<file path="config.mk">
export PLATFORM = sky130hd
export DESIGN_NAME = bitmap_rectangle_draw_engine
export DESIGN_NICKNAME = d
export VERILOG_FILES = /design/src/hdl/brd_pkg.sv /design/src/hdl/brd_ram.sv /design/src/hdl/brd_mask.sv /design/src/hdl/bitmap_rectangle_draw_engine.sv
export SDC_FILE = /design/constraint.sdc
export NUM_CORES = 1
export LEC_CHECK = 0
export ABC_AREA = 1
export BUFFER_PORTS_ARGS = -buffer_cell sky130_fd_sc_hd__buf_2
export CORE_MARGIN = 3
export CORE_UTILIZATION = 55
export CTS_CLUSTER_SIZE = 12
export DETAILED_ROUTE_END_ITERATION = 6
export PLACE_DENSITY_LB_ADDON = 0.08
export SLEW_MARGIN = 20
export SYNTH_ARGS = -nofsm -noshare
export SYNTH_HDL_FRONTEND = slang
export SYNTH_SLANG_ARGS = --single-unit
</file>
<file path="constraint.sdc">
create_clock -name clock -period 5.85 [get_ports clock]
set_input_delay 0.8775 -clock clock [delete_from_list [all_inputs] [get_ports clock]]
set_output_delay 0.8775 -clock clock [all_outputs]
set_load 0.005 [all_outputs]
</file>
<file path="src/hdl/brd_pkg.sv">
// Shared types and constants of the bitmap rectangle draw engine.
package brd_pkg;

   // Width of row and column sums, which reach start + extent of up to 94.
   localparam int SUM_W = 7;

   typedef enum logic [2:0] {
      OP_FILL    = 3'd0,
      OP_OUTLINE = 3'd1,
      OP_VLINE   = 3'd2,
      OP_HLINE   = 3'd3,
      OP_CLEAR   = 3'd4,
      OP_READ    = 3'd5
   } op_type;

   typedef enum logic [2:0] {
      ST_IDLE = 3'b001,
      ST_RUN  = 3'b010,
      ST_DONE = 3'b100
   } state_type;

endpackage

</file>
<file path="src/hdl/brd_ram.sv">
// Generic single-write, single-read RAM with registered read data.
module brd_ram #(
   parameter int WIDTH = 32,
   parameter int DEPTH = 32
) (
   input  logic                     clock,
   input  logic                     wr_en,
   input  logic [$clog2(DEPTH)-1:0] wr_addr,
   input  logic [WIDTH-1:0]         wr_data,
   input  logic                     rd_en,
   input  logic [$clog2(DEPTH)-1:0] rd_addr,
   output logic [WIDTH-1:0]         rd_data
);

   logic [WIDTH-1:0] mem_ff [DEPTH];
   logic [WIDTH-1:0] rd_data_ff;

   always_ff @(posedge clock) begin
      if (wr_en) begin
         mem_ff[wr_addr] <= wr_data;
      end
      if (rd_en) begin
         rd_data_ff <= mem_ff[rd_addr];
      end
   end

   assign rd_data = rd_data_ff;

endmodule

</file>
<file path="src/hdl/brd_mask.sv">
// Column masks of one command: full span and outline side columns, clipped.
module brd_mask #(
   parameter int FRAME_SIZE = 32
) (
   input  brd_pkg::op_type        operation,
   input  logic [4:0]             start_column,
   input  logic [5:0]             width,
   input  logic [5:0]             length,
   output logic [FRAME_SIZE-1:0]  full_mask,
   output logic [FRAME_SIZE-1:0]  side_mask
);
   import brd_pkg::*;

   logic [SUM_W-1:0] first;
   logic [SUM_W-1:0] count;
   logic [SUM_W-1:0] span_end;
   logic [SUM_W-1:0] right_col;

   always_comb begin
      first = SUM_W'(start_column);
      case (operation)
         OP_HLINE: count = SUM_W'(length);
         OP_VLINE: count = SUM_W'(1);
         default:  count = SUM_W'(width);
      endcase
      span_end  = first + count;
      right_col = first + SUM_W'(width) - SUM_W'(1);
   end

   always_comb begin
      for (int c = 0; c < FRAME_SIZE; c++) begin
         full_mask[c] = (SUM_W'(c) >= first) && (SUM_W'(c) < span_end);
         side_mask[c] = (SUM_W'(c) == first) || (SUM_W'(c) == right_col);
      end
   end

endmodule

</file>
<file path="src/hdl/bitmap_rectangle_draw_engine.sv">
// Top level: command sequencer doing row read-modify-write on the bitmap RAM.
// Flow: a command is accepted in ST_IDLE, its rows are visited in ST_RUN and the result
//   is loaded in ST_DONE; R, the bitmap rows touched after clipping, is 0..FRAME_SIZE (1 for a read).
// A new command is taken only back in ST_IDLE (req_stall is high otherwise); in ST_RUN one row
//   word is read and, for a drawing command, written back per cycle over the RAM's read and write ports.
// Reset: per-row valid flags clear at once, so the bitmap reads as all clear.
module bitmap_rectangle_draw_engine #(
   parameter int FRAME_SIZE = 32
) (
   input  logic       clock,
   input  logic       reset,
   input  logic       req_valid,
   output logic       req_stall,
   input  logic [2:0] req_operation,
   input  logic [4:0] req_start_row,
   input  logic [4:0] req_start_column,
   input  logic [5:0] req_width,
   input  logic [5:0] req_length,
   output logic       rsp_valid,
   input  logic       rsp_stall,
   output logic       rsp_pixel_value
);
   import brd_pkg::*;

   localparam int AW = $clog2(FRAME_SIZE);
   localparam logic [SUM_W-1:0] FS_W = SUM_W'(FRAME_SIZE);

   state_type             state_ff, state_in;
   op_type                op_ff, op_in;
   logic [4:0]            row0_ff, row0_in;
   logic [FRAME_SIZE-1:0] full_ff, full_in;
   logic [FRAME_SIZE-1:0] side_ff, side_in;
   logic [SUM_W-1:0]      rows_ff, rows_in;
   logic [SUM_W-1:0]      last_ff, last_in;
   logic [SUM_W-1:0]      rd_i_ff, rd_i_in;
   logic [SUM_W-1:0]      wr_i_ff, wr_i_in;
   logic                  pend_ff, pend_in;
   logic                  rd_valid_ff, rd_valid_in;
   logic                  col_ok_ff, col_ok_in;
   logic [AW-1:0]         col_idx_ff, col_idx_in;
   logic                  pix_ff, pix_in;
   logic [FRAME_SIZE-1:0] valid_ff, valid_in;
   logic                  rsp_valid_ff, rsp_valid_in;
   logic                  rsp_pixel_ff, rsp_pixel_in;

   op_type                req_op;
   logic [FRAME_SIZE-1:0] mask_full;
   logic [FRAME_SIZE-1:0] mask_side;
   logic [SUM_W-1:0]      row_ext;
   logic [SUM_W-1:0]      col_ext;
   logic [SUM_W-1:0]      nrows;
   logic [SUM_W-1:0]      limit;
   logic [SUM_W-1:0]      rd_sum;
   logic [SUM_W-1:0]      wr_sum;
   logic [AW-1:0]         rd_addr;
   logic [AW-1:0]         wr_addr;
   logic                  ram_re;
   logic                  ram_we;
   logic [FRAME_SIZE-1:0] ram_rdata;
   logic [FRAME_SIZE-1:0] ram_wdata;
   logic [FRAME_SIZE-1:0] row_mask;
   logic                  edge_row;

   assign req_op = op_type'(req_operation);

   brd_mask #(.FRAME_SIZE(FRAME_SIZE)) u_mask (
      .operation    (req_op),
      .start_column (req_start_column),
      .width        (req_width),
      .length       (req_length),
      .full_mask    (mask_full),
      .side_mask    (mask_side)
   );

   brd_ram #(.WIDTH(FRAME_SIZE), .DEPTH(FRAME_SIZE)) u_ram (
      .clock   (clock),
      .wr_en   (ram_we),
      .wr_addr (wr_addr),
      .wr_data (ram_wdata),
      .rd_en   (ram_re),
      .rd_addr (rd_addr),
      .rd_data (ram_rdata)
   );

   always_comb begin
      row_ext = SUM_W'(req_start_row);
      col_ext = SUM_W'(req_start_column);
      unique case (req_op)
         OP_FILL:    nrows = SUM_W'(req_length);
         OP_OUTLINE: nrows = (req_width != 6'd0) ? SUM_W'(req_length) : '0;
         OP_VLINE:   nrows = SUM_W'(req_length);
         OP_HLINE:   nrows = SUM_W'(1);
         OP_READ:    nrows = SUM_W'(1);
         default:    nrows = '0;
      endcase
      limit = (row_ext < FS_W) ? (FS_W - row_ext) : '0;
   end

   assign rd_sum  = SUM_W'(row0_ff) + rd_i_ff;
   assign wr_sum  = SUM_W'(row0_ff) + wr_i_ff;
   assign rd_addr = rd_sum[AW-1:0];
   assign wr_addr = wr_sum[AW-1:0];

   assign edge_row  = (wr_i_ff == '0) || (wr_i_ff == last_ff);
   assign row_mask  = ((op_ff == OP_OUTLINE) && !edge_row) ? side_ff : full_ff;
   assign ram_wdata = (rd_valid_ff ? ram_rdata : '0) | row_mask;

   always_comb begin
      state_in     = state_ff;
      op_in        = op_ff;
      row0_in      = row0_ff;
      full_in      = full_ff;
      side_in      = side_ff;
      rows_in      = rows_ff;
      last_in      = last_ff;
      rd_i_in      = rd_i_ff;
      wr_i_in      = wr_i_ff;
      pend_in      = pend_ff;
      rd_valid_in  = rd_valid_ff;
      col_ok_in    = col_ok_ff;
      col_idx_in   = col_idx_ff;
      pix_in       = pix_ff;
      valid_in     = valid_ff;
      rsp_valid_in = rsp_valid_ff;
      rsp_pixel_in = rsp_pixel_ff;
      ram_re       = 1'b0;
      ram_we       = 1'b0;

      if (rsp_valid_ff && !rsp_stall) begin
         rsp_valid_in = 1'b0;
      end

      unique case (state_ff)
         ST_IDLE: begin
            if (req_valid) begin
               op_in      = req_op;
               row0_in    = req_start_row;
               full_in    = mask_full;
               side_in    = mask_side;
               rows_in    = (nrows < limit) ? nrows : limit;
               last_in    = nrows - SUM_W'(1);
               rd_i_in    = '0;
               wr_i_in    = '0;
               pend_in    = 1'b0;
               col_ok_in  = col_ext < FS_W;
               col_idx_in = col_ext[AW-1:0];
               pix_in     = 1'b0;
               state_in   = ST_RUN;
            end
         end
         ST_RUN: begin
            pend_in = 1'b0;
            if (rd_i_ff < rows_ff) begin
               ram_re      = 1'b1;
               rd_i_in     = rd_i_ff + SUM_W'(1);
               wr_i_in     = rd_i_ff;
               pend_in     = 1'b1;
               rd_valid_in = valid_ff[rd_addr];
            end
            if (pend_ff) begin
               if (op_ff inside {OP_FILL, OP_OUTLINE, OP_VLINE, OP_HLINE}) begin
                  ram_we            = 1'b1;
                  valid_in[wr_addr] = 1'b1;
               end
               if (op_ff == OP_READ) begin
                  pix_in = rd_valid_ff & col_ok_ff & ram_rdata[col_idx_ff];
               end
            end
            if (op_ff == OP_CLEAR) begin
               valid_in = '0;
            end
            if ((rd_i_ff >= rows_ff) && !pend_ff) begin
               state_in = ST_DONE;
            end
         end
         ST_DONE: begin
            if (!rsp_valid_ff || !rsp_stall) begin
               rsp_valid_in = 1'b1;
               rsp_pixel_in = pix_ff;
               state_in     = ST_IDLE;
            end
         end
         default: begin
            state_in = ST_IDLE;
         end
      endcase
   end

   always_ff @(posedge clock) begin
      if (reset) begin
         state_ff     <= ST_IDLE;
         pend_ff      <= 1'b0;
         valid_ff     <= '0;
         rsp_valid_ff <= 1'b0;
      end else begin
         state_ff     <= state_in;
         pend_ff      <= pend_in;
         valid_ff     <= valid_in;
         rsp_valid_ff <= rsp_valid_in;
      end
   end

   always_ff @(posedge clock) begin
      op_ff        <= op_in;
      row0_ff      <= row0_in;
      full_ff      <= full_in;
      side_ff      <= side_in;
      rows_ff      <= rows_in;
      last_ff      <= last_in;
      rd_i_ff      <= rd_i_in;
      wr_i_ff      <= wr_i_in;
      rd_valid_ff  <= rd_valid_in;
      col_ok_ff    <= col_ok_in;
      col_idx_ff   <= col_idx_in;
      pix_ff       <= pix_in;
      rsp_pixel_ff <= rsp_pixel_in;
   end

   assign req_stall       = (state_ff != ST_IDLE);
   assign rsp_valid       = rsp_valid_ff;
   assign rsp_pixel_value = rsp_pixel_ff;

`ifndef SYNTHESIS
   a_no_rw_same_row: assert property (@(posedge clock) disable iff (reset)
      (ram_we && ram_re) |-> (wr_addr != rd_addr))
      else $error("row read and written in the same cycle");

   a_clear_drops_valid: assert property (@(posedge clock) disable iff (reset)
      (state_ff == ST_RUN && op_ff == OP_CLEAR) |=> (valid_ff == '0))
      else $error("clear left a row marked valid");

   a_done_loads_rsp: assert property (@(posedge clock) disable iff (reset)
      (state_ff == ST_DONE && (!rsp_valid_ff || !rsp_stall))
      |=> (rsp_valid_ff && state_ff == ST_IDLE))
      else $error("finished item not handed to the result register");

   a_issue_bound: assert property (@(posedge clock) disable iff (reset)
      (state_ff == ST_RUN) |-> (rd_i_ff <= rows_ff))
      else $error("more rows issued than the clipped row count");
`endif

endmodule
</file>
-- Word-level counts from Yosys, hierarchy flattened
Memory sizes are Yosys's and may differ from the RTL's. A register that Yosys moved wholly into a read port is not among the register bits.
Index checks and enable logic that the tools add are counted.
W data, S select, Z words.
- add/subtract/negate cells: 8
- $mul: 0
- divide/modulo/power cells: 0
- $lt $le $gt $ge: 72
- equal/unequal tests: 82
- shift operators: 0
- mux-type cells: 39
- bitwise gates (word level): 4
- reduce and logical (&&, ||, !) cells: 94
- operators by type and width (kind ; count):
    $mux W32 ; 5
    $eq A5 B7 Y1 const A ; 16
    $lt A5 B7 Y1 const A ; 16
    $eq A5 B5 Y1 const A ; 16
    $ge A5 B5 Y1 const A ; 16
    $or A32 B32 Y32 ; 2
    $eq A4 B7 Y1 const A ; 8
    $lt A4 B7 Y1 const A ; 8
    $eq A4 B5 Y1 const A ; 8
    $ge A4 B5 Y1 const A ; 8
    $logic_and A1 B1 Y1 ; 36
    $logic_or A1 B1 Y1 ; 34
    $eq A3 B7 Y1 const A ; 4
    $lt A3 B7 Y1 const A ; 4
    $mux W7 ; 4
    $pmux W7 S2 ; 2
    $lt A5 B6 Y1 const B ; 4
    $logic_not A7 Y1 ; 3
    $eq A3 B5 Y1 const A ; 4
    $ge A3 B5 Y1 const A ; 4
    $pmux W6 S3 ; 1
    $mux W1 ; 16
    $eq A3 B2 Y1 const B ; 5
    $add A5 B6 Y7 ; 2
    other kinds (37) ; 73
- bits in registers: 146
- bits in latches: 0
- bits in writable memories: 1024
- bits in read-only memories: 0
- word-level logic and storage cells: 317
- memories: 1
- memory list (name ; words ; width ; read ports ; clocked after memory_dff ; write ports ; line ; RTL):
    u_ram.mem_ff ; 32 ; 32 ; 1 ; 1 ; 1 ; brd_ram.sv:15 ; logic [WIDTH-1:0] mem_ff [DEPTH];

-- Longest topological paths before layout
- depth after elaboration: 9
- mapped depth: 18
- mapped depth without buffers: 18

-- By module
A second synthesis with hierarchy kept.
- cells, all modules: 4736
- area, all modules: 51902.3 µm²
- modules (own cells, without submodules) (module ; instances ; cells each ; area an instance (µm²)):
    brd_ram ; 1 ; 3536 ; 42726.0
    bitmap_rectangle_draw_engine ; 1 ; 782 ; 7201.9
    brd_mask ; 1 ; 418 ; 1974.4

-- Worst setup path after synthesis
OpenSTA, ideal clock, no wires.
- path type: flip-flop to flip-flop
- start: reg wr_i_ff[0]
- end: mem u_ram.mem_ff[15][0] (enable)
- setup time: 501 ps
- data arrival time: 4847 ps
- required time: 5349 ps
- setup slack: 501 ps
- stages on the path, launching flop included: 7
- buffers on the path: 1
- clock period less this slack: 5349 ps
- cell sequence: edfxtp_1 -> ha_1 -> fa_1 -> xor2_1 -> inv_2 -> clkbuf_1 -> nor4_1
- cells in the longest elaborated chain, start to end: 1
- RTL lines (element ; line ; RTL):
    start: declaration ; bitmap_rectangle_draw_engine.sv:36 ; logic [SUM_W-1:0] wr_i_ff, wr_i_in;
    start signal: assignment ; bitmap_rectangle_draw_engine.sv:211 ; wr_i_ff <= wr_i_in;
    $add A5 B5 Y5 ; bitmap_rectangle_draw_engine.sv:100 ; assign wr_sum = SUM_W'(row0_ff) + wr_i_ff;
    end: declaration ; brd_ram.sv:15 ;
No other way between the ends.

-- Final worst setup path
- start: reg row0_ff[0]
- end: mem u_ram.mem_ff[23][5] (enable)
- cells in the longest elaborated chain, start to end: 1
- RTL lines (element ; line ; RTL):
    start: declaration ; bitmap_rectangle_draw_engine.sv:30 ; logic [4:0] row0_ff, row0_in;
    start signal: assignment ; bitmap_rectangle_draw_engine.sv:205 ; row0_ff <= row0_in;
    $add A5 B5 Y5 ; bitmap_rectangle_draw_engine.sv:100 ;
No other way between the ends.

==> impl.org <==
** Cells and area
- Area Growth Syn to Fin :: 11.0%
- Number of standard cells in the layout, taps in and fillers out :: 5585
- Final layout net count :: 4401
- Of the cells placed in the final design, the portion with a size suffix greater than 1 is 0.0785.
- 0 antenna diodes ended up in the layout.

** Clock network
- In this run the post-CTS setup repair buffer count came out at 0.
- In this run, CTS created clock tree buffers numbering 130.
- Clock latency on the worst-skew pair, taken at its later pin, is 0.73 ns.
- PostCTS Resize Cnt :: 0
- CTS HTree Levels :: 4
- TritonCTS sink count :: 1200
- Buffer type at the clock tree root :: clkbuf_16
- Hold_buf cts :: 0
- Clock tree from TritonCTS :: built
- Clock Tree Buf Depth :: 3
- Clock input transition at the sequential cells of the worst setup and hold paths :: 0.06 ns

** Synthesis
- In the post-synthesis netlist, the biggest area contributors are edfxtp_1, nor2_1, o21ai_0, o211ai_1, nand2_1.
- Of the post-synthesis cell area, the dominant cell type holds 0.691.
- The average instance in the mapped netlist occupies 11.6 µm².
- Synth Flop Type :: edfxtp_1
- The share of the Yosys chip area taken by registers is 0.705.
- The synthesized netlist occupies a cell area of 0.0506 mm².
- Fraction of the mapped netlist area in compound gates :: 0.104
- Multiplexer share of the synthesized area :: 0
- By area, the combinational part of the netlist is dominated by simple AND/OR/NAND/NOR gates.
- Dominant cell type by area after synthesis :: edfxtp_1
- Share of synthesized registers carrying an async set or reset :: 0
- Number of distinct library cells after synthesis :: 37
- Most frequent cell after synthesis :: edfxtp_1
- In this run, synthesis produced a sequential element count of 1200.
- Area share of and/or/nand/nor cells after synthesis :: 0.139
- Yosys printed 0 warnings.
- Cell count after synthesis :: 4351
- Counting every net in the synthesized netlist gives 4422.
- In the synthesized netlist, the cells that appear most often are edfxtp_1, nor2_1, o21ai_0, nand2_1, nand3_1.
- Of the total synthesized cell area, the portion taken by full adders, half adders and majority gates is 0.0110.
- Counting flops with a built-in enable in the synthesized netlist gives 1163.
- Of the total synthesized cell area, the portion taken by XOR and XNOR cells is 0.00431.

** Floorplan
- Placeable core area :: 0.0906 mm²
- Horiz. Die Dim :: 309 µm
- Starting utilization of the core area :: 0.558
- Chip height :: 309 µm
- The floorplan has 110 rows.
- 32 I/O pins were placed.
- The floorplan step defined a die boundary enclosing 0.0956 mm².

** Pwr
- IR analysis of the VDD net gives a maximum drop of 0.000374 V.
- The analysis attributes to cell leakage a power of 19.0 nW.
- In this run the power spent charging and discharging nets is 0.00847 W.
- Of the total power, the share spent switching nets is 0.342.
- Of the total power, combinational logic draws 0.287.
- For this design the ratio of total power to cell area is 441 mW/mm².
- Internal power comes to 0.0163 W.
- Of the total power, the clock network draws 0.301.
- Of the total power, registers draw 0.412.

** Timing
- Worst clock skew :: 0.0251 ns
- At the pin with the least slew margin, the transition time is 1.28 ns.
- Final number of setup-violating endpoints :: 0
- The max-slew violation count was 0.
- After routing, the total negative slack on setup checks comes to 0 ns.
- Setup repair after global routing left no endpoint under its margin.
- Headroom to the max-slew limit came out at 0.147.
- Highest clock frequency the design can meet :: 257 MHz
- Subtracting the final worst setup slack from the clock period gives 3.89 ns.
- Final period utilization :: 0.664
- Hold Violations, Final :: 0

** Placement
- Buffers placed on the I/O ports in this run total 31.
- Final RePlAce weighted congestion :: 0.979
- Summed over all nets, the half-perimeter wirelength after detailed placement is 77800 µm.
- After detailed placement, the design holds a cell count of 5374.

** Hold path
- The startpoint identified for the worst hold timing path is req_start_row[4].
- Worst min-delay path category :: in2reg
- The path with the worst hold slack has its endpoint at row0_ff[4].
- Along the worst hold path, the cell count comes to 1.

** Global routing
- The total overflow left after global routing is 0.
- Number of global-route vias before repair :: 32005
- Entering global routing, the biggest net connects 216 pins.
- The first global-routing pass estimated 207000 µm of wire.
- Global router's overall resource usage :: 0.293
- Number of antenna violations at the first check in global routing :: 0

** Run status
- Outcome :: finished, violations left
- The final reports fail on DRC.

** Route
- In the routed layout, each cell is associated on average with a via count of 6.09.
- Routed wire length :: 140000 µm
- After detailed routing, the number of remaining DRC violations is 6.
- Drt initial violations :: 4515
- Wire length per cell :: 25.0 µm
- The first TritonRoute pass finished after 7 iterations.
- Number of nets still failing antenna checks after routing :: 0
- Overall via count from detail_route :: 33994

** Setup path
- Critical setup path kind :: reg2reg
- By instance count, the cell type seen most on the critical path is buf_4.
- STA classifies the critical path startpoint as a flip-flop.
- Worst path arrival time :: 4.30 ns
- Crit path max-delay cell type :: nor2_4
- Critical path data required time :: 6.27 ns
- Highest cell delay on the worst timing path :: 0.89 ns
- The worst setup path is captured at a flip-flop.
- Worst r2r path cells :: 9
- The worst register-to-register path ends at u_ram.mem_ff[23][5].
- Critical Path Fanout Max :: 22
- Internal reg-to-reg setup slack :: 1.96 ns
- Family with the most delay on the worst path :: simple AND/OR/NAND/NOR gates
- Worst r2r src :: row0_ff[0]
- Walking the worst path, the cells encountered are ha_1, fa_1, xor2_1, buf_4, inv_2, nor3_1, nand2_1, nor2_4, buf_4.
- Together, buffers and inverters on the worst path number 3.

** Flow run
- Max-cap violation count :: 0
==> state kept, by name (all words and copies together), names as in the netlist <==
register,flops
col_idx_ff,5
full_ff,32
last_ff,7
op_ff,3
pend_ff,1
pix_ff,1
rd_i_ff,7
rd_valid_ff,1
row0_ff,5
rows_ff,6
rsp_pixel_value,1
rsp_valid,1
side_ff,32
state_ff,3
u_ram.mem_ff,1024
u_ram.rd_data,32
valid_ff,32
wr_i_ff,7
==> power by group through the flow <==
stage	logic (W)	registers, W	clock network (W)
floorplan	0.00479	0.0103	0
global placement	0.00695	0.0104	0
detailed placement	0.00703	0.0104	0
CTS	0.00706	0.0102	0.00756
global route	0.00787	0.0102	0.00789
finish	0.00710	0.0102	0.00746
==> kinds of logic after synthesis <==
group / after synthesis
flip-flops: 1200
adder cells (fa/ha/maj): 42
AO/OA/AOI/OAI: 912
buffers and inverters: 436
AND/OR/NAND/NOR: 1737
XOR/XNOR: 24
==> cells in the final DEF, fill, tap and decap left out, types with 4 or more instances in the layout <==
cell	netlist	layout
edfxtp_1	1163	1163
nor2_1	923	894
o21ai_0	539	539
nand2_1	445	443
nand3_1	316	294
o211ai_1	255	255
inv_1	162	160
clkbuf_16	0	135
a21oi_1	72	71
buf_4	26	59
ha_1	38	37
dfxtp_1	37	37
clkinv_1	1	31
buf_2	66	31
o21ai_1	29	28
nor2_4	0	28
clkbuf_1	141	26
nand4_1	24	24
nand3_2	1	23
buf_12	0	22
nor3_1	14	14
clkinv_2	0	13
xor2_1	14	12
o22ai_1	8	8
xnor2_1	9	7
inv_2	7	5
nor4_2	0	4
==> final cells by class <==
| class | count | area, µm² |
|---|---|---|
| clock buffer | 161 | 3480 |
| tap | 1176 | 1470 |
| multi-input combinational | 2715 | 13500 |
| clock inverter | 50 | 302 |
| sequential | 1200 | 35700 |
| inverter | 170 | 652 |
| fill | 7178 | 34400 |
| timing repair buffer | 113 | 1070 |
==> worst max path at each step <==
stage                                end  slack [ns]        from  cells after the start
floorplan            u_ram.mem_ff[15][0]        0.50  wr_i_ff[0]                      6
global placement     u_ram.mem_ff[0][31]        1.73    op_ff[2]                      7
detailed placement   u_ram.mem_ff[0][31]        1.66    op_ff[2]                      7
CTS                 u_ram.mem_ff[16][31]        1.68    op_ff[2]                      7
global route         u_ram.mem_ff[23][5]        1.80  row0_ff[0]                      9
finish               u_ram.mem_ff[23][5]        1.96  row0_ff[0]                      9
==> metrics by stage <==
stage	util	area [µm²]	hold WS [ns]	setup WS (ns)	power, W
global route	0.620	56100	0.357	1.80	0.0260
floorplan	-	50600	0.400	0.501	0.0151
global placement	0.576	52200	0.429	1.73	0.0173
finish	0.620	56100	0.374	1.96	0.0248
detailed placement	0.577	52300	0.417	1.66	0.0174
CTS	0.619	56000	0.327	1.68	0.0248
==> metal layers <==
layer  global-route usage  vias to the layer above  part of all wire
met5                    0                        -                 0
met4               0.0883                        0             0.027
met1                0.425                    16778              0.43
met3               0.0606                      228             0.086
met2                0.453                     1458              0.46
li1                     -                    15530                 -
No activity file was read; power rests on OpenSTA's default activity.
